[src/hw/rtl/brf_pkg.sv]
// ============================================================================
// brf_pkg
// Shared opcodes, status codes and result types for the byte ring FIFO.
// ============================================================================
package brf_pkg;

  localparam int OP_W   = 3;
  localparam int STAT_W = 3;
  localparam int BYTE_W = 8;

  typedef enum logic [OP_W-1:0] {
    OP_WRITE    = 3'd0,
    OP_READ     = 3'd1,
    OP_PEEK     = 3'd2,
    OP_COMMIT   = 3'd3,
    OP_ROLLBACK = 3'd4
  } brf_op_t;

  typedef enum logic [STAT_W-1:0] {
    ST_OK       = 3'd0,
    ST_FULL     = 3'd1,
    ST_NODATA   = 3'd2,
    ST_NOPEEK   = 3'd3,
    ST_PEEKOPEN = 3'd4
  } brf_stat_t;

  // per-item result flags, parameter free
  typedef struct packed {
    logic      done;
    brf_stat_t status;
    logic      rd_sel;   // read_data comes from the store
  } brf_res_t;

endpackage

[src/hw/rtl/byte_ring_fifo_peek_commit_core.sv]
// ============================================================================
// byte_ring_fifo_peek_commit_core
// Byte ring FIFO with tentative peek reads and commit / rollback.
// ============================================================================
// Each input item carries one opcode (write, read, peek, commit, rollback)
// and gives exactly one result item in the next cycle: the byte for a read
// or peek (zero otherwise), done flag, status, and the fill count with full
// and empty flags after the item. The block takes one item per clock cycle
// when the result side keeps up; the byte store's registered read port and
// the result register are loaded in the same cycle. While a result is held
// by out_stall, in_stall is raised. The store needs no clearing after
// reset: reads and peeks never reach past the fill count. A read while a
// peek is open is rejected with the peek-open status; writes are allowed
// and extend the peek bound.
// ============================================================================
module byte_ring_fifo_peek_commit_core
  import brf_pkg::*;
#(
  parameter int DEPTH = 256,
  localparam int CNT_W = $clog2(DEPTH + 1)
) (
  input  logic              clk,
  input  logic              rst_n,
  // input channel
  input  logic              in_valid,
  output logic              in_stall,
  input  logic [OP_W-1:0]   in_opcode,
  input  logic [BYTE_W-1:0] in_write_data,
  // result channel
  output logic              out_valid,
  input  logic              out_stall,
  output logic [BYTE_W-1:0] out_read_data,
  output logic              out_done_res,
  output logic [STAT_W-1:0] out_status,
  output logic [CNT_W-1:0]  out_fill_count,
  output logic              out_is_full,
  output logic              out_is_empty
);

  localparam int PTR_W = $clog2(DEPTH);
  localparam logic [CNT_W-1:0] FULL_CNT = CNT_W'(DEPTH);

  logic              accept;
  logic              ram_we;
  logic              ram_re;
  logic [PTR_W-1:0]  ram_waddr;
  logic [PTR_W-1:0]  ram_raddr;
  logic [BYTE_W-1:0] ram_wdata;
  logic [BYTE_W-1:0] ram_rdata;
  brf_res_t          res;
  logic [CNT_W-1:0]  cnt_nxt;

  // result register
  logic              out_valid_r, out_valid_nxt;
  brf_res_t          res_r;
  logic [CNT_W-1:0]  fill_r;
  logic              full_r;
  logic              empty_r;

  // a held result blocks the input; a draining one does not
  assign in_stall = out_valid_r & out_stall;
  assign accept   = in_valid & ~in_stall;

  brf_ctrl #(
    .DEPTH (DEPTH),
    .PTR_W (PTR_W),
    .CNT_W (CNT_W)
  ) u_ctrl (
    .clk        (clk),
    .rst_n      (rst_n),
    .accept     (accept),
    .opcode     (in_opcode),
    .write_data (in_write_data),
    .ram_we     (ram_we),
    .ram_waddr  (ram_waddr),
    .ram_wdata  (ram_wdata),
    .ram_re     (ram_re),
    .ram_raddr  (ram_raddr),
    .res        (res),
    .cnt_nxt    (cnt_nxt)
  );

  // read data register only moves on an accepted read/peek, so it stays
  // stable while the matching result is stalled
  brf_ram #(
    .DEPTH (DEPTH),
    .PTR_W (PTR_W)
  ) u_ram (
    .clk   (clk),
    .we    (ram_we),
    .waddr (ram_waddr),
    .wdata (ram_wdata),
    .re    (ram_re),
    .raddr (ram_raddr),
    .rdata (ram_rdata)
  );

  always_comb begin
    out_valid_nxt = out_valid_r;
    if (accept) begin
      out_valid_nxt = 1'b1;
    end else if (!out_stall) begin
      out_valid_nxt = 1'b0;
    end
  end

  always_ff @(posedge clk) begin
    if (!rst_n) begin
      out_valid_r <= 1'b0;
    end else begin
      out_valid_r <= out_valid_nxt;
    end
  end

  always_ff @(posedge clk) begin
    if (accept) begin
      res_r   <= res;
      fill_r  <= cnt_nxt;
      full_r  <= (cnt_nxt == FULL_CNT);
      empty_r <= (cnt_nxt == '0);
    end
  end

  assign out_valid      = out_valid_r;
  assign out_read_data  = res_r.rd_sel ? ram_rdata : '0;
  assign out_done_res   = res_r.done;
  assign out_status     = res_r.status;
  assign out_fill_count = fill_r;
  assign out_is_full    = full_r;
  assign out_is_empty   = empty_r;

endmodule

[src/hw/rtl/brf_ram.sv]
// ============================================================================
// brf_ram
// Byte store: one write port, one read port, registered read data.
// ============================================================================
module brf_ram
  import brf_pkg::*;
#(
  parameter int DEPTH = 256,
  parameter int PTR_W = 8
) (
  input  logic              clk,
  input  logic              we,
  input  logic [PTR_W-1:0]  waddr,
  input  logic [BYTE_W-1:0] wdata,
  input  logic              re,
  input  logic [PTR_W-1:0]  raddr,
  output logic [BYTE_W-1:0] rdata
);

  logic [BYTE_W-1:0] mem [DEPTH];
  logic [BYTE_W-1:0] rdata_r;

  always_ff @(posedge clk) begin
    if (we) begin
      mem[waddr] <= wdata;
    end
  end

  // read register holds until the next read
  always_ff @(posedge clk) begin
    if (re) begin
      rdata_r <= mem[raddr];
    end
  end

  assign rdata = rdata_r;

endmodule

[src/hw/rtl/brf_ctrl.sv]
// ============================================================================
// brf_ctrl
// Pointer, count and peek bookkeeping; issues store accesses per item.
// ============================================================================
module brf_ctrl
  import brf_pkg::*;
#(
  parameter int DEPTH = 256,
  parameter int PTR_W = 8,
  parameter int CNT_W = 9
) (
  input  logic              clk,
  input  logic              rst_n,
  input  logic              accept,
  input  logic [OP_W-1:0]   opcode,
  input  logic [BYTE_W-1:0] write_data,
  output logic              ram_we,
  output logic [PTR_W-1:0]  ram_waddr,
  output logic [BYTE_W-1:0] ram_wdata,
  output logic              ram_re,
  output logic [PTR_W-1:0]  ram_raddr,
  output brf_res_t          res,
  output logic [CNT_W-1:0]  cnt_nxt
);

  localparam logic [PTR_W-1:0] LAST_SLOT = PTR_W'(DEPTH - 1);
  localparam logic [CNT_W-1:0] FULL_CNT  = CNT_W'(DEPTH);

  logic [PTR_W-1:0] wr_ptr_r, wr_ptr_nxt;
  logic [PTR_W-1:0] rd_ptr_r, rd_ptr_nxt;
  logic [PTR_W-1:0] pk_ptr_r, pk_ptr_nxt;
  logic [CNT_W-1:0] pk_cnt_r, pk_cnt_nxt;
  logic [CNT_W-1:0] cnt_r;
  logic [PTR_W-1:0] pk_addr;
  logic             pk_open;

  assign pk_open = (pk_cnt_r != '0);
  // first peek starts at the read pointer
  assign pk_addr = pk_open ? pk_ptr_r : rd_ptr_r;

  always_comb begin
    wr_ptr_nxt = wr_ptr_r;
    rd_ptr_nxt = rd_ptr_r;
    pk_ptr_nxt = pk_ptr_r;
    pk_cnt_nxt = pk_cnt_r;
    cnt_nxt    = cnt_r;
    ram_we     = 1'b0;
    ram_re     = 1'b0;
    ram_waddr  = wr_ptr_r;
    ram_wdata  = write_data;
    ram_raddr  = rd_ptr_r;
    res.done   = 1'b0;
    res.status = ST_OK;
    res.rd_sel = 1'b0;
    unique case (opcode)
      OP_WRITE: begin
        if (cnt_r == FULL_CNT) begin
          res.status = ST_FULL;
        end else begin
          ram_we     = accept;
          wr_ptr_nxt = (wr_ptr_r == LAST_SLOT) ? '0 : wr_ptr_r + 1'b1;
          cnt_nxt    = cnt_r + 1'b1;
          res.done   = 1'b1;
        end
      end
      OP_READ: begin
        if (pk_open) begin
          res.status = ST_PEEKOPEN;
        end else if (cnt_r == '0) begin
          res.status = ST_NODATA;
        end else begin
          ram_re     = accept;
          ram_raddr  = rd_ptr_r;
          rd_ptr_nxt = (rd_ptr_r == LAST_SLOT) ? '0 : rd_ptr_r + 1'b1;
          cnt_nxt    = cnt_r - 1'b1;
          res.done   = 1'b1;
          res.rd_sel = 1'b1;
        end
      end
      OP_PEEK: begin
        if (pk_cnt_r >= cnt_r) begin
          res.status = ST_NODATA;
        end else begin
          ram_re     = accept;
          ram_raddr  = pk_addr;
          pk_ptr_nxt = (pk_addr == LAST_SLOT) ? '0 : pk_addr + 1'b1;
          pk_cnt_nxt = pk_cnt_r + 1'b1;
          res.done   = 1'b1;
          res.rd_sel = 1'b1;
        end
      end
      OP_COMMIT: begin
        if (!pk_open) begin
          res.status = ST_NOPEEK;
        end else begin
          rd_ptr_nxt = pk_ptr_r;
          cnt_nxt    = cnt_r - pk_cnt_r;
          pk_cnt_nxt = '0;
          res.done   = 1'b1;
        end
      end
      OP_ROLLBACK: begin
        if (!pk_open) begin
          res.status = ST_NOPEEK;
        end else begin
          pk_cnt_nxt = '0;
          res.done   = 1'b1;
        end
      end
      default: begin
        // unused opcodes: no effect, status ok
        res.status = ST_OK;
      end
    endcase
  end

  always_ff @(posedge clk) begin
    if (!rst_n) begin
      wr_ptr_r <= '0;
      rd_ptr_r <= '0;
      pk_ptr_r <= '0;
      pk_cnt_r <= '0;
      cnt_r    <= '0;
    end else if (accept) begin
      wr_ptr_r <= wr_ptr_nxt;
      rd_ptr_r <= rd_ptr_nxt;
      pk_ptr_r <= pk_ptr_nxt;
      pk_cnt_r <= pk_cnt_nxt;
      cnt_r    <= cnt_nxt;
    end
  end

endmodule

[config.mk]
export PLATFORM = sky130hd
export DESIGN_NAME = byte_ring_fifo_peek_commit_core
export DESIGN_NICKNAME = d
export VERILOG_FILES = /design/src/hw/rtl/brf_pkg.sv /design/src/hw/rtl/byte_ring_fifo_peek_commit_core.sv /design/src/hw/rtl/brf_ram.sv /design/src/hw/rtl/brf_ctrl.sv
export SDC_FILE = /design/constraint.sdc
export NUM_CORES = 2
export LEC_CHECK = 0
export ABC_AREA = 1
export BUFFER_PORTS_ARGS = -buffer_cell sky130_fd_sc_hd__buf_2
export CAP_MARGIN = 20
export CORE_ASPECT_RATIO = 1.2
export CORE_MARGIN = 1
export CORE_UTILIZATION = 45
export CTS_CLUSTER_DIAMETER = 100
export DETAILED_ROUTE_END_ITERATION = 10
export PLACE_DENSITY = 0.71
export SLEW_MARGIN = 0
export SYNTH_ARGS = -nofsm -noshare
export SYNTH_HDL_FRONTEND = slang
export SYNTH_HIERARCHICAL = 1
export SYNTH_SLANG_ARGS = --single-unit
[constraint.sdc]
create_clock -name clk -period 5.5 [get_ports clk]
set_input_delay 0.55 -clock clk [delete_from_list [all_inputs] [get_ports clk]]
set_output_delay 0.55 -clock clk [all_outputs]
set_load 0.005 [all_outputs]
# Yosys cells after proc, flatten, opt, wreduce, memory -nomap -nowiden
# Memory sizes are Yosys's and may differ from the RTL's. A register that Yosys moved wholly into a read port is not among the register bits.
# Cells that the tools add are included.
# classes
magnitude_cmp	1
shifts	0
muxes	41
eq_ne	14
multipliers	0
n_bitwise	5
reduce_logical	11
addsub	7
div_mod_pow	0
# op_table
op	count
$mux W8	9
$mux W9	6
$pmux W9 S3	1
$add A8 B1 Y8 const B	3
$eq A8 B8 Y1 const B	3
$add A9 B1 Y9 const B	2
$eq A9 B9 Y1 const B	2
$logic_not A9 Y1	2
$pmux W9 S2	1
$pmux W8 S2	1
$mux W1	15
$pmux W3 S4	1
$ge A9 B9 Y1	1
$reduce_bool A9 Y1	1
$sub A9 B1 Y9 const B	1
$sub A9 B9 Y9	1
$reduce_and A4 Y1	2
$eq A3 B2 Y1 const B	2
$mux W2	3
$ne A2 B2 Y1 const B	3
$reduce_and A3 Y1	2
$ne A2 B1 Y1 const B	2
$pmux W1 S2	2
$pmux W1 S4	1
other kinds (8)	12
# totals
wordCells	92
n_memories	1
rom_bits	0
ramBits	2048
reg_bits	59
out_inout_bits	25
latch_bits	0
# mem_list
name	words	word_bits	rd	rd_ports_with_merged_regs	write_ports	line	text
u_ram.mem	256	8	1	1	1	brf_ram.sv:20	logic [BYTE_W-1:0] mem [DEPTH];

# Longest topological paths before layout
# depth
word_depth	7
mapped_depth	26
depth_no_buf	22

# Cells and area by module
# Netlist, hierarchy kept.
# modules_own_cells
mod	area_each_um2	cells_each	instances	seq_area_each_um2
brf_ram	83476.3	7003	1	61739.2
brf_ctrl	3896.2	648	1	840.8
byte_ring_fifo_peek_commit_core	646.9	51	1	500.5

# Least setup slack after synthesis
# No wires, ideal clock.
# synth_path
path_type	input port to flip-flop
from	in out_stall
to	mem u_ram.mem[162][0], enable pin
path_slack_ns	1.985
n_path_buf	2
arrival_time_ns	3.145
setup_ns	0.370
path_stages	9
path_cell_list	nand2_1 > inv_2 > nor2_1 > nand3_4 > inv_2 > clkbuf_1 > nand3_1 > clkbuf_1 > nor2_1
# synth_via
elab_chain_len	7
# synth_rtl
element	line	text
from (decl)	byte_ring_fifo_peek_commit_core.sv:31	input logic out_stall,
$and A1 B1 Y1	byte_ring_fifo_peek_commit_core.sv:61	assign in_stall = out_valid_r & out_stall;
via in_stall	byte_ring_fifo_peek_commit_core.sv:26	output logic in_stall,
$not A1 Y1	byte_ring_fifo_peek_commit_core.sv:62	assign accept = in_valid & ~in_stall;
$and A1 B1 Y1	byte_ring_fifo_peek_commit_core.sv:62	
via accept	byte_ring_fifo_peek_commit_core.sv:43	logic accept;
$mux W1	brf_ctrl.sv:57	if (cnt_r == FULL_CNT) begin
$mux W1	brf_ctrl.sv:55	unique case (opcode)
via ram_we	byte_ring_fifo_peek_commit_core.sv:44	logic ram_we;
$mux W1	brf_ram.sv:24	if (we) begin
$mux W1 (not written as such)	brf_ram.sv:25	mem[waddr] <= wdata;
to (decl)	brf_ram.sv:20	
# The timed path passes the listed nets, and every way through them passes these cells.

# Final worst setup path
# layout_path
from	reg u_ctrl.pk_cnt_r[2]
to	reg u_ram.rdata_r[5], in the netlist u_ram/rdata[5], read port of u_ram.mem (data pin)
# layout_via
elab_chain_len	4
# layout_rtl
element	line	text
from (decl)	brf_ctrl.sv:32	logic [CNT_W-1:0] pk_cnt_r, pk_cnt_nxt;
from (signal assigned)	brf_ctrl.sv:128	pk_cnt_r <= pk_cnt_nxt;
parallel branches: the longest is 2 deep, another holds $ge A9 B9 Y1	n/a	
$mux W8 *	brf_ctrl.sv:81	if (pk_cnt_r >= cnt_r) begin
$mux W8 *	n/a	
via ram_raddr[0]	byte_ring_fifo_peek_commit_core.sv:47	logic [PTR_W-1:0] ram_raddr;
to (decl)	brf_ram.sv:21	logic [BYTE_W-1:0] rdata_r;
# Mark *: on every way through the listed nets, which the timed path passes.
# A chain may end at the register's enable or synchronous reset.

==> qor.csv <==
stage;metric;value;unit
outcome;outcome;complete, no violations;
layout;nets;7583;
clock_network;clock_path_buffers;3;
drt;drc_errors;0;
floorplanning;io_pins;40;
pwr;power_density;350;nW/um^2
global_route;grt_overflow_total;0;
timing;fin_crit_sh;91.4;%
worst_hold_path;hold_path_class;in -> reg;
drt;wl_per_cell;23.0;um
layout;finalInstanceArea;96800;sq um
clock_network;cts_sinks;2115;
synth;ys_warn_count;6;
timing;max_slew_margin;20.1;%
floorplanning;dieArea;197000;sq um
drt;ant_nets;0;
clock_network;numCtsBuffers;195;
drt;viasPerCell;5.78;
layout;fillerInstances;16573;
timing;setup_violations;0;
clock_network;clock_latency;850;ps
synth;ys_ff_latch;2115;
clock_network;cts_tree;built;
synth;synth_top_cells_by_area;edfxtp_1 71%, nand3_1 12%, nand2_1 9.8%;
global_route;grt_pass1_wl;354000;um
timing;worstMarginPinSlew;1190;ps
worst_setup_path;worstPathMaxFanout;171;
synth;syn_area;88000;sq um
worst_setup_path;required;6200;ps
timing;finalHoldViolations;0;
synth;synth_nets;7734;
clock_network;post_cts_buffers;0;
timing;slew_viol_final;0;
timing;maxClockFrequency;199;MHz
synth;yosysTopAreaCell;edfxtp_1;
timing;fin_setup_tns;0;ps
layout;stdcell_count;10317;
drt;route.vias.total;59670;
place;dpl_cell_area;90500;sq um
synth;seq_area_frac_synth;71.7;%
timing;rsz0062_at_grt;false;
place;dp_cells;9947;
job;drv_cap;0;
floorplanning;coreArea;194000;sq um
drt;wirelength;237000;um
layout;multiInputGateArea;21900;sq um
layout;utilization;49.9;%
timing;hold_ws;166;ps
global_route;grt_pass1_vias;56404;
layout;syn_to_final_growth;9.92;%
floorplanning;die_w;406;um
clock_network;cts_resized;0;
global_route;grt_start_max_net_pins;174;
worst_setup_path;crit_type;reg -> reg;
floorplanning;die_h;486;um
global_route;grt_antenna_before_repair;5;
layout;layout_commonest_cell;nand2_1;
pwr;vdd_drop_max;0.377;mV
drt;drtIter0Drc;8201;
drt;drtPass1Iterations;7;
layout;final_cell_mix;2,298 x nand2_1, 2,081 x nand3_1, 2,072 x edfxtp_1;
layout;drive_above_1_share;6.49;%
clock_network;root_buffer;clkbuf_16;
clock_network;htree_levels;4;
clock_network;path_clk_slew;60;ps
place;gp_congestion;0.927;
synth;syn_area_per_cell;11.4;sq um
floorplanning;start_util;45.4;%
place;io_buffers;39;
timing;fin_skew;48.5;ps
global_route;grt_use_total;23.6;%
synth;synth_cell_types;48;
place;dp_hpwl;136000;um
layout;regArea;63100;sq um
pwr;leakage;0.0334;uW
worst_setup_path;arrival;5730;ps
synth;synth_cells;7702;
floorplanning;core.rowCount;177;
timing;period_needed;5030;ps
worst_setup_path;crit_path_start_kind;flip-flop;
worst_setup_path;end_kind;flip-flop;
synth;synth_top_area_share;70.7;%
==> per-stage QoR <==
stage | power [uW] | setup WS [ps]
2_1_floorplan | 19900 | 1990
3_3_place_gp | 20900 | 539
3_5_place_dp | 20900 | 640
4_1_cts | 34000 | 583
5_1_grt | 34800 | 207
6_report | 33900 | 472
==> worst max-delay path: stages, from the launching register on <==
cell and delay (ps):
dfxtp_1 420, inv_1 100, ha_1 380, nand2_1 100
nand2_1 70, nand2_1 60, nand2_1 60, nand2_1 50
nand3_1 130, nand3_2 270, nand2_1 210, o21ai_4 80
buf_12 170, inv_16 490, buf_4 460, nand2_1 90
nand3_1 150, nand3_1 100, nand3_1 130, nand3_1 120
nand3_1 350, nand3_1 220, nand2_1 270, nand2_1 120
nand2_1 90
==> Yosys cell counts, drive strengths merged <==
| cell type | count |
|---|---|
| a211oi | 2 |
| a21boi | 1 |
| a21oi | 54 |
| a31oi | 2 |
| and3 | 2 |
| buf | 390 |
| clkbuf | 119 |
| clkinv | 1 |
| dfxtp | 43 |
| edfxtp | 2072 |
| fa | 1 |
| ha | 16 |
| inv | 140 |
| nand2 | 2312 |
| nand3 | 2084 |
| nand3b | 5 |
| nand4 | 12 |
| nor2 | 357 |
| nor3 | 12 |
| nor3b | 4 |
| nor4 | 1 |
| o211ai | 1 |
| o21a | 1 |
| o21ai | 52 |
| o21bai | 1 |
| o22ai | 1 |
| o311ai | 1 |
| or2 | 3 |
| xnor2 | 1 |
| xor2 | 11 |
==> repair_timing <==
item,CTS,global route
hold buffers,2,0
setup endpoints to repair,0,0
hold endpoints to repair,1,0
==> cell type report <==
class                   count  share of cell area [%]
multi-input cells        4937                    22.6
clock inverters           123                    1.13
well taps                2595                    3.36
clock buffers             240                    5.28
inverters                 141                   0.585
repair buffers            161                    1.83
flip-flops and latches   2115                    65.2
diodes                      5                  0.0129
==> final timing paths <==
path,start,end,slack [ps],cells past startpoint
setup / recovery,u_ctrl/pk_cnt_r[2],u_ram/rdata[5],470,24
hold / removal,in_write_data[6],u_ram/mem[241][6],170,1
setup reg to reg,u_ctrl/pk_cnt_r[2],u_ram/rdata[5],470,24
hold reg to reg,u_ctrl/pk_ptr_r[0],u_ctrl/pk_ptr_r[0],470,2
==> power breakdown <==
group          leakage, uW  total (uW)  switching [uW]  internal (uW)
clock network      0.00306       13200            5870           7370
logic               0.0114        2920            2180            741
registers           0.0190       17700            30.5          17700
total               0.0334       33900            8080          25800
==> logic make-up after synthesis <==
kind of cell,after synthesis,share of synthesized area [%]
compound gates,116,0.715
xor+xnor,12,0.119
fa+ha+maj,17,0.250
buf+inv,650,3.58
flops,2115,71.7
simple gates,4792,23.7
==> layer usage <==
metal / global-route usage [%] / up-vias / wire length (um)
met5: 0 / - / 44
met4: 11.3 / 6 / 11300
met3: 4.03 / 524 / 23900
met2: 37.7 / 3380 / 112000
met1: 31.5 / 28930 / 89400
li1: - / 26830 / -
==> flip-flops by register name, indices dropped and copies added (netlist names) <==
signal and count:
u_ctrl/pk_ptr_r 8, u_ctrl/rd_ptr_r 8, u_ctrl/cnt_r 9, res_r 1
out_fill_count 9, u_ram/rdata 8, u_ctrl/pk_cnt_r 9, out_is_full 1
u_ctrl/ram_waddr 8, out_status 3, u_ram/mem 2048, out_done_res 1
out_valid 1, out_is_empty 1
Note: power is estimated with default switching activity, not from simulation.
